File: config.mk
export PLATFORM = sky130hd
export DESIGN_NAME = tcw_ctrl
export DESIGN_NICKNAME = d
export VERILOG_FILES = /design/src/tcw_pkg.sv /design/src/tcw_ctrl.sv
export SDC_FILE = /design/constraint.sdc
export NUM_CORES = 1
export LEC_CHECK = 0
export BUFFER_PORTS_ARGS = -buffer_cell sky130_fd_sc_hd__buf_2
export CAP_MARGIN = 5
export CORE_MARGIN = 3
export CORE_UTILIZATION = 44
export CTS_CLUSTER_SIZE = 14
export DETAILED_ROUTE_END_ITERATION = 7
export GPL_TIMING_DRIVEN = 0
export HOLD_SLACK_MARGIN = 0.02
export PLACE_DENSITY = 0.74
export SYNTH_ARGS = -nofsm -noshare
export SYNTH_HDL_FRONTEND = slang
export SYNTH_SLANG_ARGS = --single-unit
File: constraint.sdc
create_clock -name i_clk -period 1.4 [get_ports i_clk]
set_clock_uncertainty 0.05 [all_clocks]
set_input_delay 0.28 -clock i_clk [delete_from_list [all_inputs] [get_ports i_clk]]
set_output_delay 0.28 -clock i_clk [all_outputs]
set_load 0.02 [all_outputs]
File: src/tcw_pkg.sv
// ----------------------------------------------------------------------------
// Text console writer package
// Shared constants, command codes and the control/status bundles that join
// the controller and the datapath of the text console writer.
// ----------------------------------------------------------------------------
package tcw_pkg;

    // Default geometry of the character cell array.
    localparam int COLUMNS_DEF  = 80;
    localparam int ROWS_DEF     = 25;
    localparam int TAB_STOP_DEF = 4;

    // Attribute after reset and the character codes with a special meaning.
    localparam logic [7:0] ATTR_RESET = 8'h07;
    localparam logic [7:0] CHAR_SPACE = 8'h20;
    localparam logic [7:0] CHAR_BS    = 8'h08;
    localparam logic [7:0] CHAR_TAB   = 8'h09;
    localparam logic [7:0] CHAR_LF    = 8'h0A;
    localparam logic [7:0] CHAR_CR    = 8'h0D;

    // Item command codes.
    localparam logic [1:0] CMD_PUT   = 2'd0;
    localparam logic [1:0] CMD_READ  = 2'd1;
    localparam logic [1:0] CMD_CLEAR = 2'd2;

    // Class of the character carried by a put item.
    typedef enum logic [2:0] {
        CHR_PLAIN,
        CHR_BS,
        CHR_TAB,
        CHR_LF,
        CHR_CR
    } t_chr_class;

    // Cursor update applied at the end of a cycle.
    typedef enum logic [2:0] {
        CUR_NONE,
        CUR_ADVANCE,
        CUR_NEWLINE,
        CUR_RETURN,
        CUR_BACK,
        CUR_HOME
    } t_cur_op;

    // Single cell write selection.
    typedef enum logic [1:0] {
        WR_NONE,
        WR_CHAR,
        WR_SPACE_HERE,
        WR_SPACE_PREV
    } t_wr_sel;

    // Kind of full-array sweep.
    typedef enum logic [1:0] {
        SW_INIT,
        SW_CLEAR,
        SW_SCROLL
    } t_sw_kind;

    // Commands from the controller to the datapath.
    typedef struct packed {
        logic     accept;
        t_cur_op  cur_op;
        t_wr_sel  wr_sel;
        logic     rd_cell;
        logic     sw_start;
        t_sw_kind sw_kind;
        logic     capture;
    } t_dp_cmd;

    // Status from the datapath to the controller.
    typedef struct packed {
        logic [1:0] item_cmd;
        t_chr_class chr_class;
        logic       rd_in_range;
        logic       col_zero;
        logic       col_last;
        logic       row_last;
        logic       tab_aligned;
        logic       sweep_busy;
    } t_dp_status;

endpackage

File: src/tcw_ctrl.sv
// ----------------------------------------------------------------------------
// Text console writer controller
// Sequences one item at a time: dispatch, tab fill, array sweeps for reset,
// clear and scroll, and the result transfer.
// ----------------------------------------------------------------------------
module tcw_ctrl (
    input  logic                i_clk,
    input  logic                i_rst_n,
    input  logic                start,
    output logic                busy,
    input  tcw_pkg::t_dp_status i_status,
    output tcw_pkg::t_dp_cmd    o_cmd
);
    import tcw_pkg::*;

    localparam logic [2:0] ST_INIT     = 3'd0;
    localparam logic [2:0] ST_IDLE     = 3'd1;
    localparam logic [2:0] ST_DISPATCH = 3'd2;
    localparam logic [2:0] ST_TAB      = 3'd3;
    localparam logic [2:0] ST_SWEEP    = 3'd4;
    localparam logic [2:0] ST_DONE     = 3'd5;

    logic [2:0] r_state, n_state;
    logic [2:0] r_after, n_after;
    logic       scroll_on_advance;

    // A printed cell at the bottom right corner pushes the array up one row.
    assign scroll_on_advance = i_status.col_last && i_status.row_last;

    // State register and the return state after a sweep.
    always_ff @(posedge i_clk) begin
        if (!i_rst_n) begin
            r_state <= ST_INIT;
            r_after <= ST_IDLE;
        end else begin
            r_state <= n_state;
            r_after <= n_after;
        end
    end

    assign busy = (r_state != ST_IDLE);

    // Next state and datapath commands.
    always_comb begin
        n_state        = r_state;
        n_after        = r_after;
        o_cmd          = '0;
        o_cmd.cur_op   = CUR_NONE;
        o_cmd.wr_sel   = WR_NONE;
        o_cmd.sw_kind  = SW_CLEAR;
        unique case (r_state)
            ST_INIT: begin
                o_cmd.sw_start = 1'b1;
                o_cmd.sw_kind  = SW_INIT;
                n_after        = ST_IDLE;
                n_state        = ST_SWEEP;
            end
            ST_IDLE: begin
                if (start) begin
                    o_cmd.accept = 1'b1;
                    n_state      = ST_DISPATCH;
                end
            end
            ST_DISPATCH: begin
                n_state = ST_DONE;
                unique case (i_status.item_cmd)
                    CMD_PUT: begin
                        unique case (i_status.chr_class)
                            CHR_LF: begin
                                o_cmd.cur_op = CUR_NEWLINE;
                                if (i_status.row_last) begin
                                    o_cmd.sw_start = 1'b1;
                                    o_cmd.sw_kind  = SW_SCROLL;
                                    n_after        = ST_DONE;
                                    n_state        = ST_SWEEP;
                                end
                            end
                            CHR_CR: begin
                                o_cmd.cur_op = CUR_RETURN;
                            end
                            CHR_BS: begin
                                if (!i_status.col_zero) begin
                                    o_cmd.cur_op = CUR_BACK;
                                    o_cmd.wr_sel = WR_SPACE_PREV;
                                end
                            end
                            CHR_TAB: begin
                                o_cmd.cur_op = CUR_ADVANCE;
                                o_cmd.wr_sel = WR_SPACE_HERE;
                                n_state      = ST_TAB;
                                if (scroll_on_advance) begin
                                    o_cmd.sw_start = 1'b1;
                                    o_cmd.sw_kind  = SW_SCROLL;
                                    n_after        = ST_TAB;
                                    n_state        = ST_SWEEP;
                                end
                            end
                            default: begin
                                o_cmd.cur_op = CUR_ADVANCE;
                                o_cmd.wr_sel = WR_CHAR;
                                if (scroll_on_advance) begin
                                    o_cmd.sw_start = 1'b1;
                                    o_cmd.sw_kind  = SW_SCROLL;
                                    n_after        = ST_DONE;
                                    n_state        = ST_SWEEP;
                                end
                            end
                        endcase
                    end
                    CMD_READ: begin
                        o_cmd.rd_cell = i_status.rd_in_range;
                    end
                    CMD_CLEAR: begin
                        o_cmd.cur_op   = CUR_HOME;
                        o_cmd.sw_start = 1'b1;
                        o_cmd.sw_kind  = SW_CLEAR;
                        n_after        = ST_DONE;
                        n_state        = ST_SWEEP;
                    end
                    default: begin
                        n_state = ST_DONE;
                    end
                endcase
            end
            ST_TAB: begin
                // Keep writing spaces until the column reaches a tab stop.
                if (i_status.tab_aligned) begin
                    n_state = ST_DONE;
                end else begin
                    o_cmd.cur_op = CUR_ADVANCE;
                    o_cmd.wr_sel = WR_SPACE_HERE;
                    if (scroll_on_advance) begin
                        o_cmd.sw_start = 1'b1;
                        o_cmd.sw_kind  = SW_SCROLL;
                        n_after        = ST_TAB;
                        n_state        = ST_SWEEP;
                    end
                end
            end
            ST_SWEEP: begin
                if (!i_status.sweep_busy) begin
                    n_state = r_after;
                end
            end
            ST_DONE: begin
                o_cmd.capture = 1'b1;
                n_state       = ST_IDLE;
            end
            default: begin
                n_state = ST_IDLE;
            end
        endcase
    end

endmodule

=== Word-level counts from Yosys, hierarchy flattened ===
Cells that the tools add are included.

* Equal/unequal tests: 20
* Muxes and demuxes: 35
* Reductions and logical operators: 8

{| class="wikitable"
|+ Operators with widths
! kind !! count
|-
| case mux 3 bit (3 select lines) || 5
|-
| two-way mux 3 bit || 13
|-
| case mux 3 bit (2 select lines) || 5
|-
| case mux 3 bit (5 select lines) || 1
|-
| == test 3 x 2 -> 1 bit, second input constant || 4
|-
| case mux 5 bit (2 select lines) || 1
|-
| == test 3 bit, second input constant || 3
|-
| two-way mux 1 bit || 7
|-
| == test 3 x 1 -> 1 bit, second input constant || 2
|-
| inequality test 2 bit, second input constant || 3
|-
| inequality test 3 x 1 -> 1 bit, second input constant || 2
|-
| inequality test 3 bit, second input constant || 2
|-
| case mux 2 bit (3 select lines) || 1
|-
| AND reduction 6 bit || 1
|-
| two-way mux 5 bit || 1
|-
| inequality test 5 x 3 -> 1 bit, second input constant || 1
|-
| inequality test 4 bit, second input constant || 1
|-
| OR reduction 2 bit || 2
|-
| logical NOT 3 bit || 1
|-
| AND reduction 3 bit || 1
|-
| nonzero test 3 bit || 1
|-
| == test 2 x 1 -> 1 bit, second input constant || 1
|-
| == test 2 bit, second input constant || 1
|-
| logical NOT 2 bit || 1
|-
| other kinds (2) || 2
|}

* Register bits: 6
* Output and inout port bits: 12

=== Longest topological paths before layout ===
Gate-level depths: netlist (run 1).

* Depth in word-level cells: 5
* Gate-level depth with buffers: 6
* Mapped depth without buffers: 4

=== Worst setup path after synthesis (run 1) ===
No wires, ideal clock.

* Path type: input-to-output
* From: input port i_status[6] (netlist name)
* To: output port o_cmd[2] (netlist name)
* Arrival: 1.489 ns
* Data required time: 1.070 ns
* Slack: -0.419 ns
* Stages: 5
* Path buffers: 1
* Path through: buf_2 > nor2b_1 > o221ai_1 > a2bb2oi_1 > nor3_1

{| class="wikitable"
|+ RTL lines
! element !! line !! source
|-
| start: declaration || tcw_ctrl.sv:11 || <nowiki>input tcw_pkg::t_dp_status i_status,</nowiki>
|-
| end: declaration || tcw_ctrl.sv:12 || <nowiki>output tcw_pkg::t_dp_cmd o_cmd</nowiki>
|}

==> results of run 1 <==
-- state kept, by name, summed over array words and instances, names as in the netlist --
register,cells
r_after,3
r_state,3
-- area by class of cell --
class                           instances  area (sq um)  area share
Tap cell                               16          20.0      0.0147
Clock buffer                            3          22.5      0.0165
Buffer                                  8           114      0.0835
Inverter                                9          37.5      0.0275
Sequential cell                         6           129      0.0945
Multi-Input combinational cell         87           782       0.573
Timing Repair Buffer                   31           259       0.190
-- worst paths after layout --
kind | startpoint | end | cells past startpoint
setup / recovery | r_state[1] | o_cmd[6] | 4
hold / removal | i_rst_n | r_state[0] | 2
setup reg to reg | r_state[1] | r_after[1] | 5
hold reg to reg | r_after[1] | r_after[1] | 2
-- repair_timing --
item                                   in CTS  in global routing
pin swaps                                  11                  9
endpoints found under the hold margin       0                  0
setup endpoints to repair                  17                 17
gates resized for setup                    33                 15
setup buffers                               9                  3
-- cells in the final DEF (no fill, tap or decap), types with 3 or more instances in the layout --
cell / synthesis / layout
buf_2: 5 / 10
inv_1: 9 / 7
clkbuf_4: 0 / 3
a21oi_1: 9 / 9
nand2b_1: 3 / 3
nand2_1: 5 / 4
buf_4: 0 / 9
buf_6: 1 / 17
nor3_4: 0 / 3
nor2_1: 13 / 9
o21ai_0: 4 / 3
dfxtp_1: 6 / 3
-- power by group --
group / switching (uW) / internal (uW) / leakage, uW
clock network: 80.5 / 98.2 / 0.0000138
registers: 83.9 / 227 / 0.0000507
logic: 752 / 719 / 0.000478
-- logic make-up (layout without fill, tap and decap cells) --
group | count (synthesis) | after routing | share of synthesized area
AND/OR/NAND/NOR | 43 | 43 | 0.324
XOR/XNOR | 1 | 1 | 0.0113
AO/OA/AOI/OAI | 42 | 42 | 0.387
flip-flops | 6 | 6 | 0.155
multiplexers | 1 | 1 | 0.0129
buffers and inverters | 19 | 51 | 0.110
-- stage by stage --
stage / util / hold WS [ns] / power (uW)
6_report: 0.865 / 0.231 / 1960
5_1_grt: 0.865 / 0.251 / 2030
4_1_cts: 0.839 / 0.243 / 1830
3_5_place_dp: 0.708 / 0.424 / 1370
3_3_place_gp: 0.708 / 0.403 / 1360
2_1_floorplan: - / 0.375 / 1150
-- critical path, stage by stage (launching register included) --
cell and delay [ns]:
dfxtp_4 0.38, nor3b_4 0.30, nand2_4 0.12, o31ai_4 0.19, buf_6 0.14
-- routing by layer --
metal	part of all wire	vias to the layer above
li1	-	489
met1	0.42	513
met2	0.50	53
met3	0.061	8
met4	0.021	0
met5	0	-
==> impl_metrics.json, run 1 <==
{
  "path_class": "reg2out",
  "ys_seq_area_frac": 0.155,
  "cts-root-buf": "clkbuf_4",
  "drc": 0,
  "synth_edf_count": 0,
  "netlist_top_cells_area": "dfxtp_1 (16%), nor2_1 (6.3%), a21oi_1 (5.8%)",
  "synth_top_area_cell": "dfxtp_1",
  "place_area_sq_mm": 0.00112,
  "routedWlPerCell_um": 18.8,
  "synth_seq_cells": 6,
  "netlist_area_sq_um": 773,
  "pre_cts_ws_ns": -0.335,
  "grt_busiest_layer": "met2",
  "cts_buffers": 3,
  "clk_latency_ns": 0.27,
  "ioPinCount": 26,
  "fillCellCount": 89,
  "max_freq_mhz": 576,
  "initial_utilization": 0.490,
  "p_per_area_mw_per_mm2": 1440,
  "dpl.cell_count": 148,
  "design_area_sq_mm": 0.00136,
  "core_area_sq_mm": 0.00158,
  "synth_ff_type": "dfxtp_1",
  "globalRouteOverflowTotal": 0,
  "syn_nets": 126,
  "avgSynthCellArea_sq_um": 6.90,
  "grt_max_degree": 11,
  "fin_ws_ns": -0.336,
  "ys_types": 45,
  "leakagePower_uw": 0.000543,
  "htreeDepth": 1,
  "crit_path_end_kind": "primary output",
  "wirelength_um": 3010,
  "avgViaCountPerCell": 6.64,
  "hp-class": "in2reg",
  "grt_pass1_wl_um": 4350,
  "irDropWorstVdd_mv": 0.956,
  "finalSetupTns_ns": -4.06,
  "cts_sinks": 6,
  "clk_path_buf_depth": 2,
  "die_area_sq_mm": 0.00230,
  "use_met3": 0.0526,
  "rows": 14,
  "track_usage": 0.270,
  "cts_tree": "done",
  "layout-drive-gt1-share": 0.549,
  "slew_headroom": 0.522,
  "via_count": 1063,
  "crit_arrival_ns": 1.41,
  "ys_warn_count": 0,
  "antenna_found_initial": 0,
  "yosysTopAreaCellShare": 0.155,
  "fin_crit_sh": 1.24,
  "rsz0062_at_grt": "true",
  "place_congestion": 0.868,
  "final_nets": 160,
  "antenna_cells": 0,
  "drt_iter0_drc": 67,
  "synth_common_cells": "nor2_1 (13), a21oi_1 (9), inv_1 (9), dfxtp_1 (6)",
  "max_slew.worst_pin.slew_ns": 0.699,
  "slew_violations": 0,
  "setup_violations": 17,
  "grt_pass1_vias": 976,
  "hold_violations": 0,
  "clk_pin_slew_ns": 0.06,
  "rrSetupSlack_ns": -0.32,
  "synthMostInstantiatedCell": "nor2_1",
  "cap_viol_max_count": 0,
  "cp.required_ns": 1.07,
  "area_growth_pct": 76.4,
  "cp-start-kind": "flop",
  "firstDrtPassIters": 4,
  "violations": "negative setup slack",
  "cts_hold_buf": 0,
  "drtAntennaViolNets": 0,
  "status": "finished, violations left",
  "die_width_um": 47.9,
  "post-route-min-period_ns": 1.74,
  "cp_max_fo": 7,
  "instances_no_fill": 160,
  "async_reset_ff_frac": 0,
  "grt_use_met1": 0.319,
  "io_buffers": 20,
  "synthCells": 112,
  "chipHeight_um": 47.9,
  "place_hpwl_um": 1750,
  "grtUsageMet2": 0.462
}
(Power assumes the default switching activity.)
==> run 2: changes to the inputs <==
==> config.mk (replaced) <==
export PLATFORM = sky130hd
export DESIGN_NAME = tcw_ctrl
export DESIGN_NICKNAME = d
export VERILOG_FILES = /design/src/tcw_pkg.sv /design/src/tcw_ctrl.sv
export SDC_FILE = /design/constraint.sdc
export NUM_CORES = 1
export LEC_CHECK = 0
export CAP_MARGIN = 5
export CORE_MARGIN = 3
export CORE_UTILIZATION = 55
export CTS_CLUSTER_SIZE = 14
export DETAILED_ROUTE_END_ITERATION = 7
export DONT_BUFFER_PORTS = 1
export GPL_TIMING_DRIVEN = 0
export HOLD_SLACK_MARGIN = 0.02
export PLACE_DENSITY_LB_ADDON = 0.05
export SYNTH_ARGS = -nofsm -noshare
export SYNTH_HDL_FRONTEND = slang
export SYNTH_SLANG_ARGS = --single-unit
==> impl_metrics.json, run 2 <==
{
  "error": "[ERROR DPL-0038] Utilization greater than 100%, impossible to legalize",
  "die_width_um": 43.5,
  "synth_seq_cells": 6,
  "netlist_area_sq_um": 773,
  "ys_seq_area_frac": 0.155,
  "cts_buffers": 3,
  "async_reset_ff_frac": 0,
  "status": "aborted with a tool error",
  "ioPinCount": 26,
  "netlist_top_cells_area": "dfxtp_1 (16%), nor2_1 (6.3%), a21oi_1 (5.8%)",
  "yosysTopAreaCellShare": 0.155,
  "io_buffers": 0,
  "post_cts_buffers": 10,
  "synth_ff_type": "dfxtp_1",
  "htreeDepth": 1,
  "chipHeight_um": 43.5,
  "postCtsResizedCells": 31,
  "synth_edf_count": 0,
  "synthMostInstantiatedCell": "nor2_1",
  "avgSynthCellArea_sq_um": 6.90,
  "ys_types": 45,
  "stop_stage": "4_1_cts",
  "clk_path_buf_depth": 2,
  "cts_sinks": 6,
  "synth_top_area_cell": "dfxtp_1",
  "cts-root-buf": "clkbuf_4",
  "rows": 12,
  "initial_utilization": 0.636,
  "syn_nets": 126,
  "place_area_sq_mm": 0.00101,
  "synth_common_cells": "nor2_1 (13), a21oi_1 (9), inv_1 (9), dfxtp_1 (6)",
  "cts_hold_buf": 0,
  "place_congestion": 0.908,
  "place_hpwl_um": 1690,
  "synthCells": 112,
  "ys_warn_count": 0
}
-- run 2: cell counts after synthesis --
No cell type changed its count.
-- run 2: per-stage QoR --
step / setup WS, ns / TNS, ns / std cells
global placement: -0.225 / -1.47 / 126
floorplan: -0.0965 / -0.415 / 112
detailed placement: -0.285 / -1.92 / 126
-- run 2: cell families after synthesis --
logic type | after synthesis | synth area share
compound gates | 42 | 0.387
xor+xnor | 1 | 0.0113
buf+inv | 19 | 0.110
flops | 6 | 0.155
mux | 1 | 0.0129
simple gates | 43 | 0.324
==> run 3: changes to the inputs <==
==> config.mk (replaced) <==
export PLATFORM = sky130hd
export DESIGN_NAME = tcw_ctrl
export DESIGN_NICKNAME = d
export VERILOG_FILES = /design/src/tcw_pkg.sv /design/src/tcw_ctrl.sv
export SDC_FILE = /design/constraint.sdc
export NUM_CORES = 1
export LEC_CHECK = 0
export CAP_MARGIN = 5
export CORE_AREA = 3 3 64 66
export DETAILED_ROUTE_END_ITERATION = 7
export DIE_AREA = 0 0 67 69
export DONT_BUFFER_PORTS = 1
export GPL_TIMING_DRIVEN = 0
export PLACE_DENSITY_LB_ADDON = 0.15
export SYNTH_ARGS = -nofsm -noshare
export SYNTH_HDL_FRONTEND = slang
export SYNTH_SLANG_ARGS = --single-unit
==> constraint.sdc (replaced) <==
create_clock -name i_clk -period 1.8 [get_ports i_clk]
set_clock_uncertainty 0.05 [all_clocks]
set_input_delay 0.36 -clock i_clk [delete_from_list [all_inputs] [get_ports i_clk]]
set_output_delay 0.36 -clock i_clk [all_outputs]
set_load 0.02 [all_outputs]
==> impl_metrics.json, run 3 (synthesis gave the netlist of run 1 again) <==
{
  "p_per_area_mw_per_mm2": 1120,
  "top_regs": "r_after (3), r_state (3)",
  "clk_path_buf_depth": 2,
  "violations": "negative setup slack",
  "ff2ff_path_depth": 6,
  "regToRegEndpoint": "r_after[1]",
  "worstHoldPathCells": 1,
  "holdCritStartpoint": "i_rst_n",
  "routedWlPerCell_um": 15.2,
  "final_cell_mix": "nor2_1 (11), buf_4 (10), a21oi_1 (9), inv_1 (7)",
  "die_area_sq_mm": 0.00462,
  "fillCellCount": 409,
  "rr_startpoint": "r_state[2]",
  "cts_tree": "done",
  "place_congestion": 0.731,
  "slew_violations": 0,
  "core_area_sq_mm": 0.00363,
  "cts-root-buf": "clkbuf_8",
  "crit_arrival_ns": 1.42,
  "path_class": "reg2out",
  "fin_crit_sh": 1.02,
  "setup_violations": 1,
  "fin_ws_ns": -0.0281,
  "pre_cts_ws_ns": -0.271,
  "finalSetupTns_ns": -0.0281,
  "cts_hold_buf": 0,
  "cp.required_ns": 1.39,
  "rrSetupSlack_ns": 0.07,
  "post-route-util": 0.311,
  "drtAntennaViolNets": 0,
  "instances_no_fill": 171,
  "grt_pass1_wl_um": 4230,
  "antenna_cells": 0,
  "rsz0062_at_grt": "true",
  "track_usage": 0.113,
  "ioPinCount": 26,
  "layout-drive-gt1-share": 0.398,
  "area_growth_pct": 46.0,
  "cap_viol_max_count": 0,
  "slew_headroom": 0.669,
  "drt_iter0_drc": 83,
  "crit_path_end_kind": "primary output",
  "io_buffers": 0,
  "die_width_um": 67,
  "max_slew.worst_pin.slew_ns": 0.484,
  "min_delay_worst_endpoint": "r_state[0]",
  "firstDrtPassIters": 4,
  "hold_violations": 0,
  "htreeDepth": 1,
  "drc": 0,
  "place_hpwl_um": 1860,
  "antenna_found_initial": 0,
  "cp_max_fo": 6,
  "leakagePower_uw": 0.000403,
  "wl_met3_um": 88,
  "globalRouteOverflowTotal": 0,
  "grt_pass1_vias": 910,
  "status": "finished, violations left",
  "clk_pin_slew_ns": 0.04,
  "cts_buffers": 3,
  "total_power_uw": 1270,
  "mostFrequentLayoutCell": "nor2_1",
  "avgViaCountPerCell": 5.44,
  "hp-class": "in2reg",
  "chipHeight_um": 69,
  "clk_latency_ns": 0.22,
  "grt_max_degree": 11,
  "wl_met2_um": 1380,
  "wl_met1_um": 1090,
  "initial_utilization": 0.213,
  "wirelength_um": 2600,
  "cts_sinks": 6,
  "cp-start-kind": "flop",
  "rows": 22,
  "irDropWorstVdd_mv": 0.330,
  "via_count": 930,
  "max_freq_mhz": 547,
  "final_nets": 139,
  "post-route-min-period_ns": 1.83,
  "dpl.cell_count": 160,
  "highest_layer": "met4"
}
[run 3: critical path, cell delays in order, from the launching register on]
cell and delay [ns]:
dfxtp_1 0.30, buf_6 0.13, nor3b_4 0.25, nand2_2 0.16, a211oi_4 0.37
[run 3: worst max path at each step]
| stage | endpoint | depth (start not counted) | slack, ns | from |
|---|---|---|---|---|
| after CTS | o_cmd[6] | 4 | -0.01 | r_state[2] |
| after global placement | o_cmd[6] | 4 | -0.24 | i_status[9] |
| after global routing | o_cmd[5] | 4 | -0.09 | r_state[2] |
| after detailed placement | o_cmd[2] | 5 | -0.27 | i_status[6] |
| after floorplan | o_cmd[6] | 4 | -0.03 | i_status[9] |
| final | o_cmd[5] | 4 | -0.03 | r_state[2] |
[run 3: per-stage QoR]
stage,area [sq um],hold WS [ns]
detailed placement,845,0.440
floorplan,785,0.380
CTS,1060,0.239
global placement,845,0.420
global route,1130,0.229
finish,1130,0.240
[run 3: what timing repair did]
item | CTS | global route
endpoints found under the setup margin | 12 | 8
pin swaps | 8 | 4
setup buffers | 4 | 5
resized for setup | 38 | 8
[run 3: cell type report]
type	instances	area, sq um	share of cell area
plain buffers	9	83.8	0.0743
clock buffers	3	41.3	0.0366
inverters	9	33.8	0.0299
multi-input cells	87	717	0.635
flip-flops and latches	6	125	0.111
well taps	48	60.1	0.0532
repair buffers	9	67.6	0.0599
[run 3: layer usage]
layer	vias to the layer above	global-route usage
li1	443	-
met1	457	0.141
met2	24	0.188
met3	6	0.0277
met4	0	0.0360
met5	-	0
[run 3: power breakdown]
part / internal (uW) / leakage [uW] / switching [uW]
clock network: 143 / 0.0000216 / 53.8
logic: 383 / 0.000331 / 463
registers: 173 / 0.0000501 / 51.7
